--- src/rk4_pkg.sv ---
package rk4_pkg;

  // fixed-point format
  localparam int WORD_BITS = 32;
  localparam int FRAC_BITS = 24;
  localparam logic [31:0] WORD_MAX = 32'h7fff_ffff;
  localparam logic [31:0] WORD_MIN = 32'h8000_0000;
  localparam logic [31:0] FIX_TWO  = 32'h0200_0000;
  // reciprocal of six, exact for 32-bit magnitudes with a shift of 34
  localparam logic [31:0] RECIP_SIX = 32'haaaa_aaab;

  // configuration register indexes
  localparam logic [3:0] CFG_GAIN_RATE       = 4'd0;
  localparam logic [3:0] CFG_GAIN_DEFLECTION = 4'd1;
  localparam logic [3:0] CFG_ACTUATOR_GAIN   = 4'd2;
  localparam logic [3:0] CFG_TIME_CONSTANT   = 4'd3;
  localparam logic [3:0] CFG_STEP_SIZE       = 4'd4;
  localparam logic [3:0] CFG_INITIAL_ANGLE   = 4'd5;
  localparam logic [3:0] CFG_INITIAL_RATE    = 4'd6;
  localparam logic [3:0] CFG_INITIAL_DEFL    = 4'd7;

  typedef struct packed {
    logic signed [31:0] control;
    logic signed [31:0] disturbance;
    logic               restart;
  } in_word_t;

  typedef struct packed {
    logic signed [31:0] angle_out;
    logic signed [31:0] rate_out;
    logic signed [31:0] deflection_out;
    logic               saturated;
  } out_word_t;

  // shared unit operations
  typedef enum logic [2:0] {
    OP_ADD,
    OP_SUB,
    OP_NEG,
    OP_HALF,
    OP_MUL,
    OP_DIV6,
    OP_DIVT
  } op_t;

  typedef struct packed {
    logic start;
    op_t  op;
  } unit_cmd_t;

  typedef struct packed {
    logic done;
    logic sat;
  } unit_status_t;

  // operand codes: below 32 a scratch entry, from 32 up a fixed register
  localparam logic [5:0] R_T0    = 6'd0;
  localparam logic [5:0] R_T1    = 6'd1;
  localparam logic [5:0] R_T2    = 6'd2;
  localparam logic [5:0] R_K1    = 6'd3;
  localparam logic [5:0] R_K2    = 6'd6;
  localparam logic [5:0] R_K3    = 6'd9;
  localparam logic [5:0] R_K4    = 6'd12;
  localparam logic [5:0] R_KU    = 6'd15;
  localparam logic [5:0] R_P     = 6'd16;
  localparam logic [5:0] R_S     = 6'd17;
  localparam logic [5:0] R_M     = 6'd18;
  localparam logic [5:0] R_N     = 6'd19;
  localparam logic [5:0] X_ANGLE = 6'd32;
  localparam logic [5:0] X_RATE  = 6'd33;
  localparam logic [5:0] X_DEFL  = 6'd34;
  localparam logic [5:0] X_C1    = 6'd35;
  localparam logic [5:0] X_C2    = 6'd36;
  localparam logic [5:0] X_KGAIN = 6'd37;
  localparam logic [5:0] X_DT    = 6'd38;
  localparam logic [5:0] X_TWO   = 6'd39;
  localparam logic [5:0] X_KSI   = 6'd40;
  localparam logic [5:0] X_CTRL  = 6'd41;

  typedef struct packed {
    op_t        op;
    logic [5:0] a;
    logic [5:0] b;
    logic [5:0] d;
  } ucode_t;

  localparam logic [6:0] PC_LAST = 7'd76;

  // saturate a magnitude with a sign into a word: {sat, value}
  function automatic logic [32:0] sat_mag(input logic neg, input logic [55:0] q);
    logic [55:0] limit;
    logic [31:0] low;
    limit = neg ? 56'h0000_0080_0000_00 : 56'h0000_007f_ffff_ff;
    low   = q[31:0];
    if (q > limit) begin
      sat_mag = {1'b1, (neg ? WORD_MIN : WORD_MAX)};
    end else begin
      sat_mag = {1'b0, (neg ? (32'd0 - low) : low)};
    end
  endfunction

  // saturate a 33-bit signed sum into a word: {sat, value}
  function automatic logic [32:0] sat_sum(input logic [32:0] v);
    if (v[32] != v[31]) begin
      sat_sum = {1'b1, (v[32] ? WORD_MIN : WORD_MAX)};
    end else begin
      sat_sum = {1'b0, v[31:0]};
    end
  endfunction

  // step program: initial k*u, four derivative passes, stage updates, final sum
  function automatic ucode_t ucode(input logic [6:0] pc);
    unique case (pc)
      7'd0:  ucode = '{OP_MUL,  X_KGAIN,      X_CTRL,  R_KU};
      // first derivative from the state
      7'd1:  ucode = '{OP_NEG,  X_RATE,       X_RATE,  R_K1};
      7'd2:  ucode = '{OP_MUL,  X_C1,         X_RATE,  R_P};
      7'd3:  ucode = '{OP_MUL,  X_C2,         X_DEFL,  R_M};
      7'd4:  ucode = '{OP_SUB,  R_P,          R_M,     R_S};
      7'd5:  ucode = '{OP_SUB,  R_S,          X_KSI,   R_K1 + 6'd1};
      7'd6:  ucode = '{OP_SUB,  X_DEFL,       R_KU,    R_N};
      7'd7:  ucode = '{OP_DIVT, R_N,          R_N,     R_K1 + 6'd2};
      // half step with k1
      7'd8:  ucode = '{OP_MUL,  R_K1,         X_DT,    R_P};
      7'd9:  ucode = '{OP_HALF, R_P,          R_P,     R_P};
      7'd10: ucode = '{OP_ADD,  X_ANGLE,      R_P,     R_T0};
      7'd11: ucode = '{OP_MUL,  R_K1 + 6'd1,  X_DT,    R_P};
      7'd12: ucode = '{OP_HALF, R_P,          R_P,     R_P};
      7'd13: ucode = '{OP_ADD,  X_RATE,       R_P,     R_T1};
      7'd14: ucode = '{OP_MUL,  R_K1 + 6'd2,  X_DT,    R_P};
      7'd15: ucode = '{OP_HALF, R_P,          R_P,     R_P};
      7'd16: ucode = '{OP_ADD,  X_DEFL,       R_P,     R_T2};
      // second derivative
      7'd17: ucode = '{OP_NEG,  R_T1,         R_T1,    R_K2};
      7'd18: ucode = '{OP_MUL,  X_C1,         R_T1,    R_P};
      7'd19: ucode = '{OP_MUL,  X_C2,         R_T2,    R_M};
      7'd20: ucode = '{OP_SUB,  R_P,          R_M,     R_S};
      7'd21: ucode = '{OP_SUB,  R_S,          X_KSI,   R_K2 + 6'd1};
      7'd22: ucode = '{OP_SUB,  R_T2,         R_KU,    R_N};
      7'd23: ucode = '{OP_DIVT, R_N,          R_N,     R_K2 + 6'd2};
      // half step with k2
      7'd24: ucode = '{OP_MUL,  R_K2,         X_DT,    R_P};
      7'd25: ucode = '{OP_HALF, R_P,          R_P,     R_P};
      7'd26: ucode = '{OP_ADD,  X_ANGLE,      R_P,     R_T0};
      7'd27: ucode = '{OP_MUL,  R_K2 + 6'd1,  X_DT,    R_P};
      7'd28: ucode = '{OP_HALF, R_P,          R_P,     R_P};
      7'd29: ucode = '{OP_ADD,  X_RATE,       R_P,     R_T1};
      7'd30: ucode = '{OP_MUL,  R_K2 + 6'd2,  X_DT,    R_P};
      7'd31: ucode = '{OP_HALF, R_P,          R_P,     R_P};
      7'd32: ucode = '{OP_ADD,  X_DEFL,       R_P,     R_T2};
      // third derivative
      7'd33: ucode = '{OP_NEG,  R_T1,         R_T1,    R_K3};
      7'd34: ucode = '{OP_MUL,  X_C1,         R_T1,    R_P};
      7'd35: ucode = '{OP_MUL,  X_C2,         R_T2,    R_M};
      7'd36: ucode = '{OP_SUB,  R_P,          R_M,     R_S};
      7'd37: ucode = '{OP_SUB,  R_S,          X_KSI,   R_K3 + 6'd1};
      7'd38: ucode = '{OP_SUB,  R_T2,         R_KU,    R_N};
      7'd39: ucode = '{OP_DIVT, R_N,          R_N,     R_K3 + 6'd2};
      // full step with k3
      7'd40: ucode = '{OP_MUL,  R_K3,         X_DT,    R_P};
      7'd41: ucode = '{OP_ADD,  X_ANGLE,      R_P,     R_T0};
      7'd42: ucode = '{OP_MUL,  R_K3 + 6'd1,  X_DT,    R_P};
      7'd43: ucode = '{OP_ADD,  X_RATE,       R_P,     R_T1};
      7'd44: ucode = '{OP_MUL,  R_K3 + 6'd2,  X_DT,    R_P};
      7'd45: ucode = '{OP_ADD,  X_DEFL,       R_P,     R_T2};
      // fourth derivative
      7'd46: ucode = '{OP_NEG,  R_T1,         R_T1,    R_K4};
      7'd47: ucode = '{OP_MUL,  X_C1,         R_T1,    R_P};
      7'd48: ucode = '{OP_MUL,  X_C2,         R_T2,    R_M};
      7'd49: ucode = '{OP_SUB,  R_P,          R_M,     R_S};
      7'd50: ucode = '{OP_SUB,  R_S,          X_KSI,   R_K4 + 6'd1};
      7'd51: ucode = '{OP_SUB,  R_T2,         R_KU,    R_N};
      7'd52: ucode = '{OP_DIVT, R_N,          R_N,     R_K4 + 6'd2};
      // weighted sum for angle
      7'd53: ucode = '{OP_ADD,  R_K1,         R_K4,    R_S};
      7'd54: ucode = '{OP_MUL,  R_K2,         X_TWO,   R_M};
      7'd55: ucode = '{OP_ADD,  R_S,          R_M,     R_S};
      7'd56: ucode = '{OP_MUL,  R_K3,         X_TWO,   R_M};
      7'd57: ucode = '{OP_ADD,  R_S,          R_M,     R_S};
      7'd58: ucode = '{OP_MUL,  R_S,          X_DT,    R_P};
      7'd59: ucode = '{OP_DIV6, R_P,          R_P,     R_P};
      7'd60: ucode = '{OP_ADD,  X_ANGLE,      R_P,     X_ANGLE};
      // weighted sum for rate
      7'd61: ucode = '{OP_ADD,  R_K1 + 6'd1,  R_K4 + 6'd1, R_S};
      7'd62: ucode = '{OP_MUL,  R_K2 + 6'd1,  X_TWO,   R_M};
      7'd63: ucode = '{OP_ADD,  R_S,          R_M,     R_S};
      7'd64: ucode = '{OP_MUL,  R_K3 + 6'd1,  X_TWO,   R_M};
      7'd65: ucode = '{OP_ADD,  R_S,          R_M,     R_S};
      7'd66: ucode = '{OP_MUL,  R_S,          X_DT,    R_P};
      7'd67: ucode = '{OP_DIV6, R_P,          R_P,     R_P};
      7'd68: ucode = '{OP_ADD,  X_RATE,       R_P,     X_RATE};
      // weighted sum for deflection
      7'd69: ucode = '{OP_ADD,  R_K1 + 6'd2,  R_K4 + 6'd2, R_S};
      7'd70: ucode = '{OP_MUL,  R_K2 + 6'd2,  X_TWO,   R_M};
      7'd71: ucode = '{OP_ADD,  R_S,          R_M,     R_S};
      7'd72: ucode = '{OP_MUL,  R_K3 + 6'd2,  X_TWO,   R_M};
      7'd73: ucode = '{OP_ADD,  R_S,          R_M,     R_S};
      7'd74: ucode = '{OP_MUL,  R_S,          X_DT,    R_P};
      7'd75: ucode = '{OP_DIV6, R_P,          R_P,     R_P};
      7'd76: ucode = '{OP_ADD,  X_DEFL,       R_P,     X_DEFL};
      default: ucode = '{OP_ADD, R_T0,        R_T0,    R_T0};
    endcase
  endfunction

endpackage

--- src/rk4_unit.sv ---
module rk4_unit (
  input  logic                  clk,
  input  logic                  rst,
  input  rk4_pkg::unit_cmd_t    cmd,
  input  logic [31:0]           opa,
  input  logic [31:0]           opb,
  input  logic [30:0]           den,
  output rk4_pkg::unit_status_t status,
  output logic [31:0]           result
);

  typedef enum logic [1:0] {
    S_IDLE,
    S_MULR,
    S_DIV
  } state_t;

  state_t      state;
  logic [63:0] prod;
  logic        neg;
  logic        is_div6;
  logic [55:0] dvd;
  logic [55:0] quo;
  logic [30:0] rem;
  logic [5:0]  cnt;

  logic [31:0] mag_a;
  logic [31:0] mag_b;
  logic [31:0] mul_b;
  logic [32:0] add_v;
  logic [32:0] sub_v;
  logic [32:0] half_v;
  logic [63:0] rnd;
  logic [29:0] q6;
  logic [31:0] rem2;
  logic        ge;
  logic [31:0] rem_diff;
  logic [55:0] quo_next;

  // operand magnitudes and simple sums
  always_comb begin
    mag_a  = opa[31] ? (32'd0 - opa) : opa;
    mag_b  = opb[31] ? (32'd0 - opb) : opb;
    mul_b  = (cmd.op == rk4_pkg::OP_DIV6) ? rk4_pkg::RECIP_SIX : mag_b;
    add_v  = {opa[31], opa} + {opb[31], opb};
    sub_v  = {opa[31], opa} - {opb[31], opb};
    half_v = {opa[31], opa} + {32'd0, opa[31]};
  end

  // product rounding and reciprocal scaling
  always_comb begin
    rnd = prod + (64'd1 << (rk4_pkg::FRAC_BITS - 1));
    q6  = prod[63:34];
  end

  // one restoring divide step
  always_comb begin
    rem2     = {rem, dvd[55]};
    ge       = rem2 >= {1'b0, den};
    rem_diff = rem2 - {1'b0, den};
    quo_next = {quo[54:0], ge};
  end

  // sequencer and registered outputs
  always_ff @(posedge clk) begin
    if (rst) begin
      state       <= S_IDLE;
      status.done <= 1'b0;
      status.sat  <= 1'b0;
    end else begin
      status.done <= 1'b0;
      unique case (state)
        S_IDLE: begin
          if (cmd.start) begin
            unique case (cmd.op)
              rk4_pkg::OP_ADD: begin
                {status.sat, result} <= rk4_pkg::sat_sum(add_v);
                status.done <= 1'b1;
              end
              rk4_pkg::OP_SUB: begin
                {status.sat, result} <= rk4_pkg::sat_sum(sub_v);
                status.done <= 1'b1;
              end
              rk4_pkg::OP_NEG: begin
                if (opa == rk4_pkg::WORD_MIN) begin
                  status.sat <= 1'b1;
                  result     <= rk4_pkg::WORD_MAX;
                end else begin
                  status.sat <= 1'b0;
                  result     <= 32'd0 - opa;
                end
                status.done <= 1'b1;
              end
              rk4_pkg::OP_HALF: begin
                status.sat  <= 1'b0;
                result      <= half_v[32:1];
                status.done <= 1'b1;
              end
              rk4_pkg::OP_MUL, rk4_pkg::OP_DIV6: begin
                prod    <= {32'd0, mag_a} * {32'd0, mul_b};
                neg     <= (cmd.op == rk4_pkg::OP_DIV6) ? opa[31] : (opa[31] ^ opb[31]);
                is_div6 <= (cmd.op == rk4_pkg::OP_DIV6);
                state   <= S_MULR;
              end
              rk4_pkg::OP_DIVT: begin
                neg <= opa[31];
                if (mag_a == 32'd0) begin
                  status.sat  <= 1'b0;
                  result      <= 32'd0;
                  status.done <= 1'b1;
                end else if (den == 31'd0) begin
                  status.sat  <= 1'b1;
                  result      <= opa[31] ? rk4_pkg::WORD_MIN : rk4_pkg::WORD_MAX;
                  status.done <= 1'b1;
                end else begin
                  dvd   <= {mag_a, 24'd0};
                  quo   <= 56'd0;
                  rem   <= 31'd0;
                  cnt   <= 6'd55;
                  state <= S_DIV;
                end
              end
              default: begin
                status.done <= 1'b1;
              end
            endcase
          end
        end
        S_MULR: begin
          if (is_div6) begin
            status.sat <= 1'b0;
            result     <= neg ? (32'd0 - {2'b00, q6}) : {2'b00, q6};
          end else begin
            {status.sat, result} <= rk4_pkg::sat_mag(neg, {16'd0, rnd[63:24]});
          end
          status.done <= 1'b1;
          state       <= S_IDLE;
        end
        S_DIV: begin
          rem <= ge ? rem_diff[30:0] : rem2[30:0];
          quo <= quo_next;
          dvd <= {dvd[54:0], 1'b0};
          cnt <= cnt - 6'd1;
          if (cnt == 6'd0) begin
            {status.sat, result} <= rk4_pkg::sat_mag(neg, quo_next);
            status.done <= 1'b1;
            state       <= S_IDLE;
          end
        end
        default: begin
          state <= S_IDLE;
        end
      endcase
    end
  end

endmodule

--- config.mk ---
export PLATFORM = sky130hd
export DESIGN_NAME = rk4_unit
export DESIGN_NICKNAME = d
export VERILOG_FILES = /design/src/rk4_pkg.sv /design/src/rk4_unit.sv
export SDC_FILE = /design/constraint.sdc
export NUM_CORES = 2
export LEC_CHECK = 0
export BUFFER_PORTS_ARGS = -buffer_cell sky130_fd_sc_hd__buf_4
export CORE_MARGIN = 10
export CORE_UTILIZATION = 65
export CTS_CLUSTER_DIAMETER = 200
export DETAILED_ROUTE_END_ITERATION = 10
export HOLD_SLACK_MARGIN = 0.08
export PLACE_DENSITY = 0.82
export SYNTH_ARGS = -nofsm -noshare
export SYNTH_HDL_FRONTEND = slang
export SYNTH_SLANG_ARGS = --single-unit
--- constraint.sdc ---
create_clock -name clk -period 19.76 [get_ports clk]
set_input_delay 5.928 -clock clk [delete_from_list [all_inputs] [get_ports clk]]
set_output_delay 5.928 -clock clk [all_outputs]
set_load 0.1 [all_outputs]
Yosys cells after proc, flatten, opt, wreduce, memory -nomap -nowiden
Index checks and enable logic that the tools add are counted.
{"block": "word_totals", "ff_bits": 250, "input_bits": 101, "output_inout_bits": 34, "wordCells": 125}
{"block": "classes", "addsub": 11, "mul": 1, "magnitude_cmp": 3, "n_eq_ne": 21, "n_mux": 61, "n_bitwise": 2, "reduce_logical": 15}
{"cell": "2-to-1 mux 32 bit", "n": 17}
{"cell": "2-to-1 mux 56 bit", "n": 4}
{"cell": "2-to-1 mux 55 bit", "n": 4}
{"cell": "one-hot mux 32 bit (5 select lines)", "n": 1}
{"cell": "2-to-1 mux 31 bit", "n": 5}
{"cell": "2-to-1 mux 33 bit", "n": 4}
{"cell": "subtractor 1 x 32 -> 32 bit, first input constant", "n": 4}
{"cell": "one-hot mux 56 bit (2 select lines)", "n": 1}
{"cell": "one-hot mux 55 bit (2 select lines)", "n": 1}
{"cell": "one-hot mux 32 bit (3 select lines)", "n": 1}
{"cell": "adder 64 x 24 -> 64 bit, second input constant", "n": 1}
{"cell": "multiplier 32 x 32 -> 64 bit", "n": 1}
{"cell": "one-hot mux 31 bit (2 select lines)", "n": 1}
{"cell": "greater-than comparator 40 x 56 -> 1 bit", "n": 1}
{"cell": "greater-than comparator 56 x 32 -> 1 bit", "n": 1}
{"cell": "adder 32 x 2 -> 33 bit", "n": 1}
{"cell": "adder 32 x 32 -> 33 bit", "n": 1}
{"cell": "subtractor 32 x 32 -> 33 bit", "n": 1}
{"cell": "== test 32 bit, second input constant", "n": 1}
{"cell": ">= comparator 32 x 31 -> 1 bit", "n": 1}
{"cell": "logical NOT 32 bit", "n": 1}
{"cell": "logical NOT 31 bit", "n": 1}
{"cell": "subtractor 1 x 30 -> 31 bit, first input constant", "n": 1}
{"cell": "subtractor 31 bit", "n": 1}
{"cell": "32 further kinds", "n": 58}

Logic depth before layout (Yosys ltp)
{"block": "depth", "word_depth": 7, "depth_mapped": 39, "depth_no_buf": 37}

Worst setup path before layout
No wires, ideal clock.
{"block": "synth_path", "path_kind": "input to register", "startpoint": "input port opa[0]", "endpoint": "register prod[60] (data pin)", "setup_ns": 0.258, "arrival_ns": 15.810, "required_ns": 19.502, "slack_ns": 3.692, "path_stages": 37, "n_path_buf": 3, "path_cell_list": "clkbuf_1 > clkinv_1 > clkbuf_1 > ha_1 > nor3b_2 > nand4_1 > or4_1 > nor3_1 > nand2b_1 > xor2_1 > clkbuf_1 > nor2_1 > fa_1 > inv_1 > fa_1 > fa_1 > fa_1 > inv_1 > fa_1 > fa_1 > fa_1 > inv_1 > fa_1 > inv_1 > ha_1 > a21oi_1 > o21ai_0 > nor3_1 > o211ai_1 > o211ai_1 > a31oi_1 > nor2_1 > o311a_1 > nor2b_1 > or4b_2 > a31oi_1 > xnor2_1"}
{"block": "synth_via", "elab_chain_len": 3}
{"element": "from (decl)", "line_no": "rk4_unit.sv:5", "rtl": "input logic [31:0] opa,"}
{"element": "subtractor 1 x 32 -> 32 bit", "line_no": "rk4_unit.sv:42", "rtl": "mag_a = opa[31] ? (32'd0 - opa) : opa;"}
{"element": "2-to-1 mux 32 bit *", "line_no": "rk4_unit.sv:42"}
{"element": "multiplier 32 x 32 -> 64 bit *", "line_no": "rk4_unit.sv:100", "rtl": "prod <= {32'd0, mag_a} * {32'd0, mul_b};"}
{"element": "to (signal assigned)", "line_no": "rk4_unit.sv:100"}
{"element": "to (decl)", "line_no": "rk4_unit.sv:19", "rtl": "logic [63:0] prod;"}
Mark *: on every way between the ends. The rest lies on a longest branch, timed or not.
A chain may end at the register's enable or synchronous reset.

Worst setup path in the final report
{"block": "layout_path", "startpoint": "input port opb[8]", "endpoint": "register prod[61] (data pin)"}
{"block": "layout_via", "elab_chain_len": 4}
{"element": "from (decl)", "line_no": "rk4_unit.sv:6", "rtl": "input logic [31:0] opb,"}
{"element": "subtractor 1 x 32 -> 32 bit", "line_no": "rk4_unit.sv:43", "rtl": "mag_b = opb[31] ? (32'd0 - opb) : opb;"}
{"element": "2-to-1 mux 32 bit *", "line_no": "rk4_unit.sv:43"}
{"element": "2-to-1 mux 32 bit *", "line_no": "rk4_unit.sv:44", "rtl": "mul_b = (cmd.op == rk4_pkg::OP_DIV6) ? rk4_pkg::RECIP_SIX : mag_b;"}
{"element": "multiplier 32 x 32 -> 64 bit *", "line_no": "rk4_unit.sv:100"}
Marked as above.

==> results.sh <==
export IMPL_antenna_found_initial=13
export IMPL_hp_class="reg2reg"
export IMPL_fill_cells=6514
export IMPL_startpoint_type="input pin"
export IMPL_core_area_um2=82100
export IMPL_grt_pass1_vias=47200
export IMPL_drt_iter0_drc=5486
export IMPL_die_y_um=308
export IMPL_period_needed_ns=17.24
export IMPL_drive_above_1_share_pct=6.81
export IMPL_grt_max_degree=189
export IMPL_tritoncts="yes"
export IMPL_synthFlopType="edfxtp_1"
export IMPL_cts_sinks=203
export IMPL_drv_slew=0
export IMPL_skew_ns=0.0119
export IMPL_ios=135
export IMPL_yosysTopAreaCell="fa_1"
export IMPL_maxCapViolCount=0
export IMPL_clk_pin_slew_ns=0.07
export IMPL_place_ws_ns=2.24
export IMPL_worst_path_most_repeated_cell="fa_1"
export IMPL_fin_ws_ns=2.52
export IMPL_fmax_mhz=58.0
export IMPL_h_tree_depth=1
export IMPL_ys_ff_latch=203
export IMPL_worstPathMaxFanout=24
export IMPL_multi_input_area_um2=42600
export IMPL_root_buffer="clkbuf_16"
export IMPL_fp_row_count=105
export IMPL_status="complete, no violations"
export IMPL_dp_hpwl_um=143000
export IMPL_cts_resized_gates=0
export IMPL_max_stage_delay_ns=0.85
export IMPL_synthArstFlopShare_pct=0
export IMPL_critical_path_top_delay_family="adder cells"
export IMPL_cp_slowest_cell="or2_2"
export IMPL_endpoint_kind="flop"
export IMPL_worstPathRequired_ns=20.10
export IMPL_clkLatencyLatePin_ns=0.59
export IMPL_areaGrowthSynthToFinish_pct=6.04
export IMPL_die_width_um=308
export IMPL_final_setup_viol_count=0
export IMPL_mostFrequentLayoutCells="inv_1 (1141), fa_1 (898), nand2_1 (746)"
export IMPL_die_area_um2=94700
export IMPL_grt_first_pass_wirelength_um=283000
export IMPL_wl_um=186000
export IMPL_tightest_slew_ns=1.35
export IMPL_synth_top_area_share_pct=33.4
export IMPL_synth_nets=7826
export IMPL_synthCells=6394
export IMPL_avgSynthCellArea_um2=8.42
export IMPL_hold_viol=0
export IMPL_fin_crit_sh_pct=87.2
export IMPL_synth_area_leaders="fa_1 (33%), edfxtp_1 (11%), ha_1 (10%), inv_1 (8.0%), nand2_1 (5.2%)"
export IMPL_worstPathArrival_ns=17.58
export IMPL_firstDrtPassIters=9
export IMPL_post_cts_buffers=0
export IMPL_dp_cells=7350
export IMPL_drc=0
export IMPL_cts_buffers=25
export IMPL_start_util_pct=65.5
export IMPL_dr_total_vias=47200
export IMPL_path_buf_inv=6
export IMPL_fin_nets=7739
export IMPL_relSlewSlack_pct=9.90
export IMPL_criticalPathCategory="in2reg"
export IMPL_fin_cells=7405
export IMPL_overflow=0
export IMPL_ctsHoldBuffers=0
export IMPL_rsz0062_at_grt="false"
export IMPL_antenna_left=0
export IMPL_netlist_area_um2=53800
export IMPL_yosysWarningCount=0
export IMPL_track_usage_pct=39.5
export IMPL_via_per_inst=6.37
export IMPL_place_congestion=1.08
export IMPL_yosysSeqAreaShare_pct=11.3
export IMPL_synth_cell_types=96
export IMPL_clockBufferDepth=3
export IMPL_portBuffers=134
export IMPL_setup_tns_final_ns=0
export IMPL_wl_per_cell_um=25.1
export IMPL_layout_commonest_cell="inv_1"
export IMPL_synth_edf_count=199
export IMPL_register_area_um2=6060
-- kinds of logic (layout without fill, tap and decap cells) --
group                    count (synthesis)  in the layout  synth area share [%]
buffers and inverters                 1495           1427                  10.5
AO/OA/AOI/OAI                          874            874                  10.5
adder cells (fa/ha/maj)               1331           1331                  43.5
flip-flops                             203            203                  11.3
XOR/XNOR                               325            325                  5.30
AND/OR/NAND/NOR                       2101           2101                  17.7
multiplexers                            65             65                  1.30
other                                    0              9                     0
-- cells in the mapped netlist, drive strengths merged (124+ instances only) --
cell type	count
nand2	746
and2	132
clkbuf	310
a21oi	250
inv	1142
fa	898
xor2	124
xnor2	201
o21ai	189
ha	433
edfxtp	199
nor2	709
-- layout make-up --
type	instances	share of cell area, %
multi-input cells	4696	74.7
diodes	9	0.0395
well taps	1070	2.35
clock inverters	21	0.566
inverters	1143	7.52
repair buffers	238	3.15
flip-flops and latches	203	10.6
clock buffers	25	1.10
-- stage by stage --
step | hold WS [ns] | instance area, µm² | utilization [%]
final | 0.547 | 57100 | 69.5
after global placement | 0.467 | 56100 | 68.3
after CTS | 0.541 | 57000 | 69.5
after floorplan | 0.508 | 53800 | -
after detailed placement | 0.467 | 56100 | 68.3
after global routing | 0.570 | 57000 | 69.5
-- layer usage --
metal | vias to the layer above | routed length (µm) | GRT usage, % | share of wire, %
met4 | 8 | 12100 | 20.4 | 6.5
met3 | 766 | 28800 | 14.4 | 15
li1 | 20200 | - | - | -
met2 | 3365 | 79100 | 58.2 | 42
met1 | 22900 | 66100 | 50.7 | 35
met5 | - | 131 | 0 | 0.070
-- flip-flops by register name, summed over array words and instances, names as in the netlist --
register and flops:
status 2, dvd 32, quo 55, cnt 6, neg 1, is_div6 1, state 2, rem 31
prod 41, result 32
-- worst reg2reg max path: cells and delay by family, from the launching register on --
family	cells	cell delay, ns
compound gates	8	2.53
buf+inv	2	0.70
fa+ha+maj	2	0.76
xor+xnor	1	0.30
flops	1	0.52
simple gates	6	2.24
-- worst paths after layout --
check	slack [ns]	cells after the start	start	endpoint
max	2.52	35	opb[8]	prod[61]
min	0.55	1	dvd[32]	dvd[33]
max reg2reg	12.38	19	prod[24]	result[3]
min reg2reg	0.55	1	dvd[32]	dvd[33]
Power is not shown: default switching activity piles up to over one toggle a cycle in this logic, so the estimate is an artifact.
